<file path="config.mk">
export PLATFORM = sky130hd
export DESIGN_NAME = polar_cartesian_vector_register_unit_flat
export DESIGN_NICKNAME = d
export VERILOG_FILES = /design/src/pcvr_pkg.sv /design/src/pcvr_if.sv /design/src/pcvr_gain.sv /design/src/pcvr_cordic.sv /design/src/polar_cartesian_vector_register_unit.sv /design/src/flat_wrapper.sv
export SDC_FILE = /design/constraint.sdc
export NUM_CORES = 2
export LEC_CHECK = 0
export BUFFER_PORTS_ARGS = -buffer_cell sky130_fd_sc_hd__buf_4
export CAP_MARGIN = 20
export CORE_MARGIN = 2
export CORE_UTILIZATION = 35
export DETAILED_ROUTE_END_ITERATION = 7
export GPL_TIMING_DRIVEN = 0
export PLACE_DENSITY = 0.54
export SLEW_MARGIN = 20
export SYNTH_ARGS = -nofsm -noshare
export SYNTH_HDL_FRONTEND = slang
export SYNTH_SLANG_ARGS = --single-unit
</file>
<file path="constraint.sdc">
create_clock -name clock -period 23 [get_ports clock]
set_input_delay 3.45 -clock clock [delete_from_list [all_inputs] [get_ports clock]]
set_output_delay 3.45 -clock clock [all_outputs]
set_load 0.005 [all_outputs]
</file>
<file path="src/pcvr_pkg.sv">
// Shared types, constants and the CORDIC angle table of the vector register unit.
package pcvr_pkg;

   localparam int FIELD_W     = 32;
   localparam int ANGLE_W     = 32;
   localparam int ANGLE_STEPS = 40;
   localparam int ANGLE_IDX_W = 6;
   localparam int GAIN_W      = 30;
   localparam int CHUNK_W     = 16;
   localparam int ROUND_SHIFT = 30;

   localparam logic [GAIN_W-1:0]  GAIN_Q30         = 30'd652032874;
   localparam logic [ANGLE_W-1:0] HALF_TURN        = 32'h8000_0000;
   localparam logic [ANGLE_W-1:0] QUARTER_TURN     = 32'h4000_0000;
   localparam logic [ANGLE_W-1:0] NEG_QUARTER_TURN = 32'hC000_0000;

   typedef enum logic [1:0] {
      OP_SET_X   = 2'd0,
      OP_SET_Y   = 2'd1,
      OP_SET_DIR = 2'd2,
      OP_SET_MAG = 2'd3
   } opcode_type;

   typedef struct packed {
      logic start;
      logic vectoring;
   } cordic_ctrl_type;

   function automatic logic [ANGLE_W-1:0] atan_angle(input logic [ANGLE_IDX_W-1:0] idx);
      logic [ANGLE_W-1:0] r;
      unique case (idx)
         6'd0:  r = 32'd536870912;
         6'd1:  r = 32'd316933406;
         6'd2:  r = 32'd167458907;
         6'd3:  r = 32'd85004756;
         6'd4:  r = 32'd42667331;
         6'd5:  r = 32'd21354465;
         6'd6:  r = 32'd10680350;
         6'd7:  r = 32'd5340245;
         6'd8:  r = 32'd2670163;
         6'd9:  r = 32'd1335087;
         6'd10: r = 32'd667544;
         6'd11: r = 32'd333772;
         6'd12: r = 32'd166886;
         6'd13: r = 32'd83443;
         6'd14: r = 32'd41722;
         6'd15: r = 32'd20861;
         6'd16: r = 32'd10430;
         6'd17: r = 32'd5215;
         6'd18: r = 32'd2608;
         6'd19: r = 32'd1304;
         6'd20: r = 32'd652;
         6'd21: r = 32'd326;
         6'd22: r = 32'd163;
         6'd23: r = 32'd81;
         6'd24: r = 32'd41;
         6'd25: r = 32'd20;
         6'd26: r = 32'd10;
         6'd27: r = 32'd5;
         6'd28: r = 32'd3;
         6'd29: r = 32'd1;
         6'd30: r = 32'd1;
         default: r = '0;
      endcase
      return r;
   endfunction

endpackage

</file>
<file path="src/pcvr_if.sv">
// Request and response channel interfaces of the vector register unit.
interface pcvr_req_if;
   logic                                   valid;
   logic                                   ready;
   pcvr_pkg::opcode_type                   opcode;
   logic signed [pcvr_pkg::FIELD_W-1:0]    operand_value;

   modport source (output valid, opcode, operand_value, input ready);
   modport sink   (input valid, opcode, operand_value, output ready);
endinterface

interface pcvr_rsp_if;
   logic                                   valid;
   logic                                   ready;
   logic signed [pcvr_pkg::FIELD_W-1:0]    x_out;
   logic signed [pcvr_pkg::FIELD_W-1:0]    y_out;
   logic signed [pcvr_pkg::FIELD_W-1:0]    magnitude_out;
   logic signed [pcvr_pkg::FIELD_W-1:0]    direction_out;

   modport source (output valid, x_out, y_out, magnitude_out, direction_out, input ready);
   modport sink   (input valid, x_out, y_out, magnitude_out, direction_out, output ready);
endinterface

</file>
<file path="src/pcvr_gain.sv">
// Iterative gain correction: rounded product with the CORDIC gain, one chunk a cycle.
module pcvr_gain #(
   parameter int WORK_W = 35
) (
   input  logic                     clock,
   input  logic                     reset,
   input  logic                     start,
   input  logic signed [WORK_W-1:0] operand,
   output logic signed [WORK_W-1:0] result,
   output logic                     done
);

   localparam int NCHUNK = (WORK_W + pcvr_pkg::CHUNK_W - 1) / pcvr_pkg::CHUNK_W;
   localparam int PAD_W  = NCHUNK * pcvr_pkg::CHUNK_W;
   localparam int ACC_W  = PAD_W + pcvr_pkg::GAIN_W;
   localparam int CNT_W  = $clog2(NCHUNK + 1);
   localparam int PROD_W = pcvr_pkg::CHUNK_W + pcvr_pkg::GAIN_W;
   localparam logic [ACC_W-1:0] ROUND_ADD = ACC_W'(1) << (pcvr_pkg::ROUND_SHIFT - 1);

   logic [PAD_W-1:0]  u_ff, u_in;
   logic [ACC_W-1:0]  acc_ff, acc_in;
   logic [CNT_W-1:0]  cnt_ff, cnt_in;
   logic              neg_ff, neg_in;
   logic              busy_ff, busy_in;
   logic              done_ff, done_in;
   logic [WORK_W-1:0] abs_val;
   logic [PROD_W-1:0] prod;
   logic [WORK_W-1:0] quot;

   assign abs_val = operand[WORK_W-1] ? WORK_W'(-operand) : WORK_W'(operand);
   assign prod    = u_ff[PAD_W-1 -: pcvr_pkg::CHUNK_W] * pcvr_pkg::GAIN_Q30;
   assign quot    = acc_ff[pcvr_pkg::ROUND_SHIFT +: WORK_W];
   assign result  = neg_ff ? -$signed(quot) : $signed(quot);
   assign done    = done_ff;

   always_comb begin
      u_in    = u_ff;
      acc_in  = acc_ff;
      cnt_in  = cnt_ff;
      neg_in  = neg_ff;
      busy_in = busy_ff;
      done_in = 1'b0;
      if (start) begin
         u_in    = PAD_W'(abs_val);
         acc_in  = '0;
         cnt_in  = '0;
         neg_in  = operand[WORK_W-1];
         busy_in = 1'b1;
      end else if (busy_ff) begin
         if (cnt_ff == CNT_W'(NCHUNK)) begin
            acc_in  = acc_ff + ROUND_ADD;
            busy_in = 1'b0;
            done_in = 1'b1;
         end else begin
            acc_in = (acc_ff << pcvr_pkg::CHUNK_W) + ACC_W'(prod);
            u_in   = u_ff << pcvr_pkg::CHUNK_W;
            cnt_in = cnt_ff + CNT_W'(1);
         end
      end
   end

   always_ff @(posedge clock) begin
      if (reset) begin
         busy_ff <= 1'b0;
         done_ff <= 1'b0;
      end else begin
         busy_ff <= busy_in;
         done_ff <= done_in;
      end
      u_ff   <= u_in;
      acc_ff <= acc_in;
      cnt_ff <= cnt_in;
      neg_ff <= neg_in;
   end

endmodule

</file>
<file path="src/pcvr_cordic.sv">
// Iterative CORDIC unit: one micro-rotation a cycle, vectoring or rotation mode.
module pcvr_cordic #(
   parameter int WORK_W    = 35,
   parameter int NUM_STEPS = 24
) (
   input  logic                             clock,
   input  logic                             reset,
   input  pcvr_pkg::cordic_ctrl_type        ctrl,
   input  logic signed [WORK_W-1:0]         a_in,
   input  logic signed [WORK_W-1:0]         b_in,
   input  logic [pcvr_pkg::ANGLE_W-1:0]     z_in,
   output logic signed [WORK_W-1:0]         a_out,
   output logic signed [WORK_W-1:0]         b_out,
   output logic [pcvr_pkg::ANGLE_W-1:0]     z_out,
   output logic                             done
);

   localparam int STEP_W = $clog2(NUM_STEPS);
   localparam logic [STEP_W-1:0] LAST_STEP = STEP_W'(NUM_STEPS - 1);

   logic signed [WORK_W-1:0]         a_ff, a_in_nx;
   logic signed [WORK_W-1:0]         b_ff, b_in_nx;
   logic [pcvr_pkg::ANGLE_W-1:0]     z_ff, z_in_nx;
   logic [STEP_W-1:0]                step_ff, step_in;
   logic                             vec_ff, vec_in;
   logic                             busy_ff, busy_in;
   logic                             done_ff, done_in;
   logic signed [WORK_W-1:0]         da;
   logic signed [WORK_W-1:0]         db;
   logic [pcvr_pkg::ANGLE_W-1:0]     step_angle;
   logic                             plus;

   assign da         = a_ff >>> step_ff;
   assign db         = b_ff >>> step_ff;
   assign step_angle = pcvr_pkg::atan_angle(pcvr_pkg::ANGLE_IDX_W'(step_ff));
   assign plus       = vec_ff ? !b_ff[WORK_W-1] : z_ff[pcvr_pkg::ANGLE_W-1];
   assign a_out      = a_ff;
   assign b_out      = b_ff;
   assign z_out      = z_ff;
   assign done       = done_ff;

   always_comb begin
      a_in_nx = a_ff;
      b_in_nx = b_ff;
      z_in_nx = z_ff;
      step_in = step_ff;
      vec_in  = vec_ff;
      busy_in = busy_ff;
      done_in = 1'b0;
      if (ctrl.start) begin
         a_in_nx = a_in;
         b_in_nx = b_in;
         z_in_nx = z_in;
         step_in = '0;
         vec_in  = ctrl.vectoring;
         busy_in = 1'b1;
      end else if (busy_ff) begin
         if (plus) begin
            a_in_nx = a_ff + db;
            b_in_nx = b_ff - da;
            z_in_nx = z_ff + step_angle;
         end else begin
            a_in_nx = a_ff - db;
            b_in_nx = b_ff + da;
            z_in_nx = z_ff - step_angle;
         end
         if (step_ff == LAST_STEP) begin
            busy_in = 1'b0;
            done_in = 1'b1;
         end else begin
            step_in = step_ff + STEP_W'(1);
         end
      end
   end

   always_ff @(posedge clock) begin
      if (reset) begin
         busy_ff <= 1'b0;
         done_ff <= 1'b0;
      end else begin
         busy_ff <= busy_in;
         done_ff <= done_in;
      end
      a_ff    <= a_in_nx;
      b_ff    <= b_in_nx;
      z_ff    <= z_in_nx;
      step_ff <= step_in;
      vec_ff  <= vec_in;
   end

endmodule

</file>
<file path="src/polar_cartesian_vector_register_unit.sv">
// Each item runs through the CORDIC loop, one step a cycle, and the chunked gain multiply before
// its response is valid; when x and y are both zero the sequencer skips both. A new item is taken
// only in the idle state, once the previous one has left the sequencer, and the sequencer waits
// in its output state while an earlier response still waits in the output register.
// Synchronous reset clears x, y, magnitude and direction to zero and empties the output.
module polar_cartesian_vector_register_unit #(
   parameter int DATA_WIDTH   = 32,
   parameter int CORDIC_STEPS = 24
) (
   input  logic          clock,
   input  logic          reset,
   pcvr_req_if.sink      req_chan,
   pcvr_rsp_if.source    rsp_chan
);

   localparam int FW = pcvr_pkg::FIELD_W;
   localparam int AW = pcvr_pkg::ANGLE_W;
   localparam int W  = DATA_WIDTH + 3;
   localparam int NUM_STEPS = (CORDIC_STEPS < pcvr_pkg::ANGLE_STEPS) ?
                              CORDIC_STEPS : pcvr_pkg::ANGLE_STEPS;
   localparam logic signed [DATA_WIDTH-1:0] DW_MAX = {1'b0, {(DATA_WIDTH-1){1'b1}}};
   localparam logic signed [DATA_WIDTH-1:0] DW_MIN = {1'b1, {(DATA_WIDTH-1){1'b0}}};

   typedef enum logic [2:0] {
      ST_IDLE,
      ST_PREP_POLAR,
      ST_VECTOR,
      ST_GAIN_POLAR,
      ST_PREP_RECT,
      ST_GAIN_RECT,
      ST_ROTATE,
      ST_OUTPUT
   } state_type;

   function automatic logic signed [DATA_WIDTH-1:0] sat(input logic signed [W-1:0] v);
      logic signed [DATA_WIDTH-1:0] r;
      if (v > W'(DW_MAX)) begin
         r = DW_MAX;
      end else if (v < W'(DW_MIN)) begin
         r = DW_MIN;
      end else begin
         r = DATA_WIDTH'(v);
      end
      return r;
   endfunction

   state_type                     state_ff, state_in;
   logic signed [DATA_WIDTH-1:0]  x_ff, x_in;
   logic signed [DATA_WIDTH-1:0]  y_ff, y_in;
   logic signed [DATA_WIDTH-1:0]  mag_ff, mag_in;
   logic [AW-1:0]                 dir_ff, dir_in;
   logic [AW-1:0]                 z_start_ff, z_start_in;
   logic                          rsp_valid_ff, rsp_valid_in;
   logic signed [FW-1:0]          rsp_x_ff, rsp_x_in;
   logic signed [FW-1:0]          rsp_y_ff, rsp_y_in;
   logic signed [FW-1:0]          rsp_mag_ff, rsp_mag_in;
   logic signed [FW-1:0]          rsp_dir_ff, rsp_dir_in;

   pcvr_pkg::cordic_ctrl_type     cordic_ctrl;
   logic signed [W-1:0]           cordic_a, cordic_b;
   logic [AW-1:0]                 cordic_z;
   logic signed [W-1:0]           cordic_a_out, cordic_b_out;
   logic [AW-1:0]                 cordic_z_out;
   logic                          cordic_done;
   logic                          gain_start;
   logic signed [W-1:0]           gain_operand;
   logic signed [W-1:0]           gain_result;
   logic                          gain_done;

   logic signed [W-1:0]           x_ext, y_ext, mag_ext;
   logic                          zero_vec;
   logic                          y_neg;
   logic                          wrap_dir;
   logic                          out_free;

   assign x_ext    = W'(x_ff);
   assign y_ext    = W'(y_ff);
   assign mag_ext  = W'(mag_ff);
   assign zero_vec = (x_ff == '0) && (y_ff == '0);
   assign y_neg    = y_ff[DATA_WIDTH-1];
   assign wrap_dir = ($signed(dir_ff) > $signed(pcvr_pkg::QUARTER_TURN)) ||
                     ($signed(dir_ff) < $signed(pcvr_pkg::NEG_QUARTER_TURN));
   assign out_free = !rsp_valid_ff || rsp_chan.ready;

   assign cordic_ctrl.vectoring = (state_ff == ST_PREP_POLAR);
   assign cordic_ctrl.start     = ((state_ff == ST_PREP_POLAR) && !zero_vec) ||
                                  ((state_ff == ST_GAIN_RECT) && gain_done);
   assign cordic_a = cordic_ctrl.vectoring ? (y_neg ? -y_ext : y_ext) : gain_result;
   assign cordic_b = cordic_ctrl.vectoring ? (y_neg ? -x_ext : x_ext) : '0;
   assign cordic_z = cordic_ctrl.vectoring ? (y_neg ? pcvr_pkg::HALF_TURN : '0) : z_start_ff;

   assign gain_start   = ((state_ff == ST_VECTOR) && cordic_done) || (state_ff == ST_PREP_RECT);
   assign gain_operand = (state_ff == ST_PREP_RECT) ? (wrap_dir ? -mag_ext : mag_ext)
                                                    : cordic_a_out;

   pcvr_cordic #(
      .WORK_W    (W),
      .NUM_STEPS (NUM_STEPS)
   ) u_cordic (
      .clock (clock),
      .reset (reset),
      .ctrl  (cordic_ctrl),
      .a_in  (cordic_a),
      .b_in  (cordic_b),
      .z_in  (cordic_z),
      .a_out (cordic_a_out),
      .b_out (cordic_b_out),
      .z_out (cordic_z_out),
      .done  (cordic_done)
   );

   pcvr_gain #(
      .WORK_W (W)
   ) u_gain (
      .clock   (clock),
      .reset   (reset),
      .start   (gain_start),
      .operand (gain_operand),
      .result  (gain_result),
      .done    (gain_done)
   );

   assign req_chan.ready         = (state_ff == ST_IDLE);
   assign rsp_chan.valid         = rsp_valid_ff;
   assign rsp_chan.x_out         = rsp_x_ff;
   assign rsp_chan.y_out         = rsp_y_ff;
   assign rsp_chan.magnitude_out = rsp_mag_ff;
   assign rsp_chan.direction_out = rsp_dir_ff;

   always_comb begin
      state_in     = state_ff;
      x_in         = x_ff;
      y_in         = y_ff;
      mag_in       = mag_ff;
      dir_in       = dir_ff;
      z_start_in   = z_start_ff;
      rsp_valid_in = rsp_valid_ff && !rsp_chan.ready;
      rsp_x_in     = rsp_x_ff;
      rsp_y_in     = rsp_y_ff;
      rsp_mag_in   = rsp_mag_ff;
      rsp_dir_in   = rsp_dir_ff;
      unique case (state_ff)
         ST_IDLE: begin
            if (req_chan.valid) begin
               unique case (req_chan.opcode)
                  pcvr_pkg::OP_SET_X: begin
                     x_in     = DATA_WIDTH'(req_chan.operand_value);
                     state_in = ST_PREP_POLAR;
                  end
                  pcvr_pkg::OP_SET_Y: begin
                     y_in     = DATA_WIDTH'(req_chan.operand_value);
                     state_in = ST_PREP_POLAR;
                  end
                  pcvr_pkg::OP_SET_DIR: begin
                     dir_in   = AW'(req_chan.operand_value);
                     state_in = ST_PREP_RECT;
                  end
                  pcvr_pkg::OP_SET_MAG: begin
                     mag_in   = DATA_WIDTH'(req_chan.operand_value);
                     state_in = ST_PREP_RECT;
                  end
                  default: state_in = ST_IDLE;
               endcase
            end
         end
         ST_PREP_POLAR: begin
            if (zero_vec) begin
               mag_in   = '0;
               dir_in   = '0;
               state_in = ST_OUTPUT;
            end else begin
               state_in = ST_VECTOR;
            end
         end
         ST_VECTOR: begin
            if (cordic_done) begin
               state_in = ST_GAIN_POLAR;
            end
         end
         ST_GAIN_POLAR: begin
            if (gain_done) begin
               mag_in   = sat(gain_result);
               dir_in   = cordic_z_out;
               state_in = ST_OUTPUT;
            end
         end
         ST_PREP_RECT: begin
            z_start_in = wrap_dir ? (dir_ff - pcvr_pkg::HALF_TURN) : dir_ff;
            state_in   = ST_GAIN_RECT;
         end
         ST_GAIN_RECT: begin
            if (gain_done) begin
               state_in = ST_ROTATE;
            end
         end
         ST_ROTATE: begin
            if (cordic_done) begin
               y_in     = sat(cordic_a_out);
               x_in     = sat(cordic_b_out);
               state_in = ST_OUTPUT;
            end
         end
         ST_OUTPUT: begin
            if (out_free) begin
               rsp_valid_in = 1'b1;
               rsp_x_in     = FW'(x_ff);
               rsp_y_in     = FW'(y_ff);
               rsp_mag_in   = FW'(mag_ff);
               rsp_dir_in   = FW'(dir_ff);
               state_in     = ST_IDLE;
            end
         end
         default: state_in = ST_IDLE;
      endcase
   end

   always_ff @(posedge clock) begin
      if (reset) begin
         state_ff     <= ST_IDLE;
         x_ff         <= '0;
         y_ff         <= '0;
         mag_ff       <= '0;
         dir_ff       <= '0;
         rsp_valid_ff <= 1'b0;
      end else begin
         state_ff     <= state_in;
         x_ff         <= x_in;
         y_ff         <= y_in;
         mag_ff       <= mag_in;
         dir_ff       <= dir_in;
         rsp_valid_ff <= rsp_valid_in;
      end
      z_start_ff <= z_start_in;
      rsp_x_ff   <= rsp_x_in;
      rsp_y_ff   <= rsp_y_in;
      rsp_mag_ff <= rsp_mag_in;
      rsp_dir_ff <= rsp_dir_in;
   end

   a_busy_after_accept: assert property (@(posedge clock) disable iff (reset)
      (req_chan.valid && req_chan.ready) |=> !req_chan.ready)
      else $error("unit ready right after taking an item");

   a_cordic_done_state: assert property (@(posedge clock) disable iff (reset)
      cordic_done |-> (state_ff == ST_VECTOR || state_ff == ST_ROTATE))
      else $error("CORDIC finished outside a CORDIC state");

   a_gain_done_state: assert property (@(posedge clock) disable iff (reset)
      gain_done |-> (state_ff == ST_GAIN_POLAR || state_ff == ST_GAIN_RECT))
      else $error("gain unit finished outside a gain state");

   a_output_loads: assert property (@(posedge clock) disable iff (reset)
      (state_ff == ST_OUTPUT && out_free) |=> (rsp_valid_ff && state_ff == ST_IDLE))
      else $error("result not presented after leaving the output state");

endmodule

</file>
<file path="src/flat_wrapper.sv">
// flat-port wrapper written by rule: the top's interface ports become plain ports
module polar_cartesian_vector_register_unit_flat 
#(
   parameter int DATA_WIDTH   = 32,
   parameter int CORDIC_STEPS = 24
)
  (clock, reset, req_chan_valid, req_chan_opcode, req_chan_operand_value, req_chan_ready, rsp_chan_valid, rsp_chan_x_out, rsp_chan_y_out, rsp_chan_magnitude_out, rsp_chan_direction_out, rsp_chan_ready);
  pcvr_req_if req_chan_i ();
  pcvr_rsp_if rsp_chan_i ();
  input  logic clock;
  input  logic reset;
  input wire logic [$bits(req_chan_i.valid)-1:0] req_chan_valid;
  input wire logic [$bits(req_chan_i.opcode)-1:0] req_chan_opcode;
  input wire logic [$bits(req_chan_i.operand_value)-1:0] req_chan_operand_value;
  output wire logic [$bits(req_chan_i.ready)-1:0] req_chan_ready;
  output wire logic [$bits(rsp_chan_i.valid)-1:0] rsp_chan_valid;
  output wire logic [$bits(rsp_chan_i.x_out)-1:0] rsp_chan_x_out;
  output wire logic [$bits(rsp_chan_i.y_out)-1:0] rsp_chan_y_out;
  output wire logic [$bits(rsp_chan_i.magnitude_out)-1:0] rsp_chan_magnitude_out;
  output wire logic [$bits(rsp_chan_i.direction_out)-1:0] rsp_chan_direction_out;
  input wire logic [$bits(rsp_chan_i.ready)-1:0] rsp_chan_ready;
  assign req_chan_i.valid = req_chan_valid;
  assign req_chan_i.opcode = req_chan_opcode;
  assign req_chan_i.operand_value = req_chan_operand_value;
  assign req_chan_ready = req_chan_i.ready;
  assign rsp_chan_valid = rsp_chan_i.valid;
  assign rsp_chan_x_out = rsp_chan_i.x_out;
  assign rsp_chan_y_out = rsp_chan_i.y_out;
  assign rsp_chan_magnitude_out = rsp_chan_i.magnitude_out;
  assign rsp_chan_direction_out = rsp_chan_i.direction_out;
  assign rsp_chan_i.ready = rsp_chan_ready;
  polar_cartesian_vector_register_unit #(.DATA_WIDTH(DATA_WIDTH), .CORDIC_STEPS(CORDIC_STEPS)) u_core (.clock(clock), .reset(reset), .req_chan(req_chan_i), .rsp_chan(rsp_chan_i));
endmodule
</file>
Word-level counts from Yosys, hierarchy flattened:

Memory sizes are Yosys's and may differ from the RTL's. A register that Yosys moved wholly into a read port is not among the register bits.
Index checks and enable logic that the tools add are counted.

* flip-flop bits (word level): 533
* bits in latches: 0
* memory bits (writable): 0
* ROM bits: 960
* bits of input ports: 38
* output and inout port bits: 130
* logic and storage cells: 184
* memories: 1

* add/sub/neg operators: 16
* multipliers: 1
* div/mod/pow operators: 0
* $lt $le $gt $ge: 8
* equality and inequality tests: 24
* shift-type cells: 2
* mux-type cells: 69
* bitwise operators: 4
* reduce and logical (&&, ||, !) cells: 34

Memory list
* (no name shown): words 32, width 30, rd ports 1, clocked after memory_dff 1, write ports 0, line pcvr_pkg.sv:31 `unique case (idx)`

Operators by type and width (number)
* $mux W32: 25
* $mux W35: 17
* $pmux W32 S3: 2
* $pmux W32 S2: 2
* $gt A35 B32 Y1 const B: 3
* $lt A35 B32 Y1 const B: 3
* $neg A35 Y35: 3
* $add A78 B30 Y78 const B: 1
* $add A78 B46 Y78: 1
* $mux W78: 1
* $add A35 B35 Y35: 2
* $neg A32 Y35: 2
* $sshr A35 B5 Y35: 2
* $sub A35 B35 Y35: 2
* $logic_not A32 Y1: 2
* $mul A16 B29 Y45 const B: 1
* $add A32 B32 Y32: 1
* $gt A32 B32 Y1 const B: 1
* $lt A32 B31 Y1 const B: 1
* $sub A32 B32 Y32: 1
* $sub A32 B32 Y32 const B: 1
* $pmux W3 S8: 1
* $mux W3: 7
* $eq A3 B3 Y1 const B: 4
* other kinds (26): 72

Logic depth before layout (Yosys ltp):

* depth after elaboration: 7
* mapped depth: 35
* depth with buffers taken out: 35

By module:

From an unflattened synthesis, not the netlist that was laid out.

* cell total of the unflattened synthesis: 5428
* area, all modules: 48122.4 um^2

By module, submodules not included
* pcvr_cordic: times used 1, cells an instance 2042, area each 17571.9 um^2, seq. area each 3833.7 um^2
* pcvr_gain: times used 1, cells an instance 1957, area each 16664.7 um^2, seq. area each 2702.6 um^2
* polar_cartesian_vector_register_unit: times used 1, cells an instance 1429, area each 13885.8 um^2, seq. area each 7447.1 um^2

Least setup slack after synthesis:

No wires, ideal clock.

* path kind: input to register
* start point: input port rsp_chan_ready
* end point: register u_core.rsp_dir_ff[0], in the netlist u_core.rsp_chan.direction_out[0], enable pin
* setup time: 0.633 ns
* arrival time: 9.257 ns
* path slack: 13.110 ns
* stages on the path: 2
* buffers on the path: 0
* cells stage by stage: nand2b_1 > nor2b_1

* word-level cells in the longest chain between the ends: 2

RTL lines
* from (decl): line flat_wrapper.sv:21 `input wire logic [$bits(rsp_chan_i.ready)-1:0] rsp_chan_ready;`
* $logic_or A1 B1 Y1: line polar_cartesian_vector_register_unit.sv:83 `assign out_free = !rsp_valid_ff || rsp_chan.ready;`
* $reduce_and A2 Y1 (no source line)
* to (signal assigned): line polar_cartesian_vector_register_unit.sv:237 `rsp_dir_ff <= rsp_dir_in;`
* to (decl): line polar_cartesian_vector_register_unit.sv:57 `logic signed [FW-1:0] rsp_dir_ff, rsp_dir_in;`

Every way passes these cells.
A chain may end at the register's enable or synchronous reset.

Worst setup path in the final report:

* start point: register u_core.u_gain.u_ff[46]
* end point: register u_core.u_gain.acc_ff[59]

* word-level cells in the longest chain between the ends: 3

RTL lines
* from (decl): line pcvr_gain.sv:20 `logic [PAD_W-1:0] u_ff, u_in;`
* from (signal assigned): line pcvr_gain.sv:70 `u_ff <= u_in;`
* $mul A16 B29 Y45: line pcvr_gain.sv:31 `assign prod = u_ff[PAD_W-1 -: pcvr_pkg::CHUNK_W] * pcvr_pkg::GAIN_Q30;`
* $add A78 B46 Y78: line pcvr_gain.sv:55 `acc_in = (acc_ff << pcvr_pkg::CHUNK_W) + ACC_W'(prod);`
* $mux W78: line pcvr_gain.sv:50 `if (cnt_ff == CNT_W'(NCHUNK)) begin`
* to (signal assigned): line pcvr_gain.sv:71 `acc_ff <= acc_in;`
* to (decl): line pcvr_gain.sv:21 `logic [ACC_W-1:0] acc_ff, acc_in;`

Every way passes these cells.

==> impl_results.md <==
- Post-Route Setup TNS: 0 ns
- Post-Syn Nets: around 5800
- Die height: 369.7 um
- Routed len/inst: 28.52 um
- I/O Buffers: 166
- Most repeated cell in the gate-level netlist after synthesis: sky130_fd_sc_hd__nand2_1
- Antenna violations before repair: 12
- Clock latency on the worst-skew pair: 0.65 ns
- Clock transition at path regs: 0.06 ns
- Global placement routability congestion: 1.016
- Non-filler instance count after layout: 7288
- Kind of capture point of the worst setup path: register
- Category of the critical setup timing path: register to register
- Number of CTS-inserted buffers: 55
- Delay of the slowest cell on the worst path: 0.88 ns
- Number of nets with antenna violations after detailed routing: 0
- Number of setup violations in the final report: 0
- Die span in x: 369.7 um
- Warnings from Yosys: 0
- Final-layout fill cell count: 13680
- Final Hold Slack: 0.4605 ns
- # Max-Cap Violations: 0
- Per-instance average area after synthesis: slightly below 9 um^2
- GRT Residual Overflow: 0
- Main area contributors after synthesis: sky130_fd_sc_hd__edfxtp_1 (19%), sky130_fd_sc_hd__dfxtp_1 (11%), sky130_fd_sc_hd__ha_1 (8.2%)
- Hold Crit Class: register to register
- Post-CTS setup-driven buffer insertion count: 0
- Synthesis-stage register bit count: ~550
- Prevailing post-synth register cell: sky130_fd_sc_hd__edfxtp_1
- Area of the placeable core: between 100000 and 150000 um^2
- Total vias in the final route: 44250
- CTS tree: done
- Global router's overall resource usage: 0.2959
- Vias per cell: 6.071
- Initial core utilization: 0.3515
- DRC marker count from the first detailed-route iteration: 5581
- H-Tree Depth: 2
- Post-layout min period: 10.61 ns
- Highest clock rate: 94.29 MHz
- Mapped cell area: between 40000 and 50000 um^2
- Post-synthesis to final-layout area growth: 11.76%
- Worst setup slack before clock tree synthesis: 12.59 ns
- Post-detail-place hpwl: 166300 um
- Worst Path Max Fanout: 11
- Sequential-to-total area share from yosys stat: 0.2988
- Number of global-route vias before repair: 41960
- Number of search-and-repair iterations in the first detailed-routing pass: 8
- Portion of synthesized cell area occupied by the leading cell type: 0.1919
- Total placed cells including tap cells: about 7000
- Wire length of the first global-routing pass: just under 300000 um
- Arrival @ worst endpoint: roughly 11 ns
- Critical path required time: 23.48 ns
- Critical path launch point type: register
- Clk Tree Root Cell: sky130_fd_sc_hd__clkbuf_16
- Max Slew Vio Count: 0
- DRC Markers: 0
- Maximum clock path buffer count: 3
- Gate count after technology mapping: between 5000 and 6000
- Final clock period utilization by the worst path: 0.4611
- Number of top-level pins: 168
- Final worst-path setup slack: 12.39 ns
- Pin count of the biggest net entering global routing: 53
- Number of enable flip-flop cells after synthesis: 299
- Count of distinct cell types in the synthesized netlist: 100
- Worst clock skew: 0.02919 ns
- Slew at the pin closest to its max-slew limit: approximately 1.2 ns
- Number of sinks handled by clock tree synthesis: 549
- Unrepaired setup endpoints after global routing: no
- Total Routed Length: 207900 um
- Number of placement rows: around 130
- Post-cts gate resize count: 0
- Final hold violations: 0
- Cell with the biggest individual delay on the critical path: sky130_fd_sc_hd__dfxtp_1
- Most frequent cells after synthesis: sky130_fd_sc_hd__nand2_1 (477), sky130_fd_sc_hd__nor2_1 (401), sky130_fd_sc_hd__o21ai_0 (369), sky130_fd_sc_hd__inv_1 (358), sky130_fd_sc_hd__a21oi_1 (356)
- Share of cells above drive strength 1: 0.08616
- Result of the run: complete, no violations
- Async SR Flop Fraction: 0
- Biggest area consumer among synthesized cells: sky130_fd_sc_hd__edfxtp_1
- Relative slew margins: 0.2102
- Hold-fix buffer count after cts: 0
- Total die area: between 100000 and 150000 um^2
- Net count reported at finish: about 6000
## metal layers
metal,global-route usage,routed length (um),vias to the layer above
li1,-,-,19560
met1,0.4013,86510,21870
met2,0.4643,92930,2377
met3,0.05032,18180,439
met4,0.1245,10240,4
met5,0,27,-
## final cells by class
| class | instances | area, um^2 | area share |
|---|---|---|---|
| diodes | 7 | 17.52 | 0.0003349 |
| plain buffers | 305 | 1262 | 0.02414 |
| clock buffers | 74 | 1483 | 0.02835 |
| clock inverters | 30 | 264.0 | 0.005048 |
| inverters | 364 | 1366 | 0.02612 |
| multi-input cells | 4015 | 30210 | 0.5777 |
| flip-flops and latches | 549 | 13980 | 0.2674 |
| well taps | 1768 | 2212 | 0.04230 |
| repair buffers | 176 | 1499 | 0.02866 |
## cells by family after synthesis
logic type | Yosys count | share of synthesized area
AO/OA/AOI/OAI | 1511 | 0.2086
XOR/XNOR | 404 | 0.07561
adder cells (fa/ha/maj) | 490 | 0.1600
buffers and inverters | 669 | 0.05607
flip-flops | 549 | 0.2988
multiplexers | 160 | 0.05478
other | 1 | 0.00008013
AND/OR/NAND/NOR | 1449 | 0.1461
## cells in the final DEF (no fill, tap or decap), drive strengths merged, types with 70 or more instances in the layout
master  count
nand2     480
nor2      404
o21ai     377
inv       364
a21oi     358
ha        308
clkbuf    304
edfxtp    299
buf       251
dfxtp     250
xor2      211
xnor2     193
fa        181
a211oi     98
nor3       94
nand3      91
a21o       91
mux4       75
a22oi      72
a311oi     70
## worst paths after layout
kind / from / to / slack, ns / cells past startpoint
min: u_core.u_gain.acc_ff[16]$_SDFFE_PN0P_ / u_core.u_gain.acc_ff[16]$_SDFFE_PN0P_ / 0.46 / 2
max reg2reg: u_core.u_gain.u_ff[46]$_SDFFE_PN0P_ / u_core.u_gain.acc_ff[59]$_SDFFE_PN0P_ / 12.39 / 32
max: u_core.u_gain.u_ff[46]$_SDFFE_PN0P_ / u_core.u_gain.acc_ff[59]$_SDFFE_PN0P_ / 12.39 / 32
min reg2reg: u_core.u_gain.acc_ff[16]$_SDFFE_PN0P_ / u_core.u_gain.acc_ff[16]$_SDFFE_PN0P_ / 0.46 / 2
## state kept, by name, summed over array words and instances (netlist names), 35 cells and up
| register | cells |
|---|---|
| u_core.u_gain.acc_ff | 64 |
| u_core.u_gain.u_ff | 48 |
| u_core.u_cordic.a_out | 35 |
| u_core.u_cordic.b_out | 35 |
## per-stage QoR
stage	instance area (um^2)	util
6_report	52300	0.3929
5_1_grt	52280	0.3928
4_1_cts	52280	0.3928
3_5_place_dp	50540	0.3796
3_3_place_gp	50260	0.3775
2_1_floorplan	46800	-
## critical path: cells and delay by family, from the launching register on
kind,cells,cell delay (ns)
AO/OA/AOI/OAI,14,3.93
XOR/XNOR,3,0.75
adder cells (fa/ha/maj),8,3.47
buffers and inverters,4,0.34
flip-flops,1,0.88
AND/OR/NAND/NOR,3,1.02
Power is not shown: default switching activity piles up to over one toggle a cycle in this logic, so the estimate is an artifact.
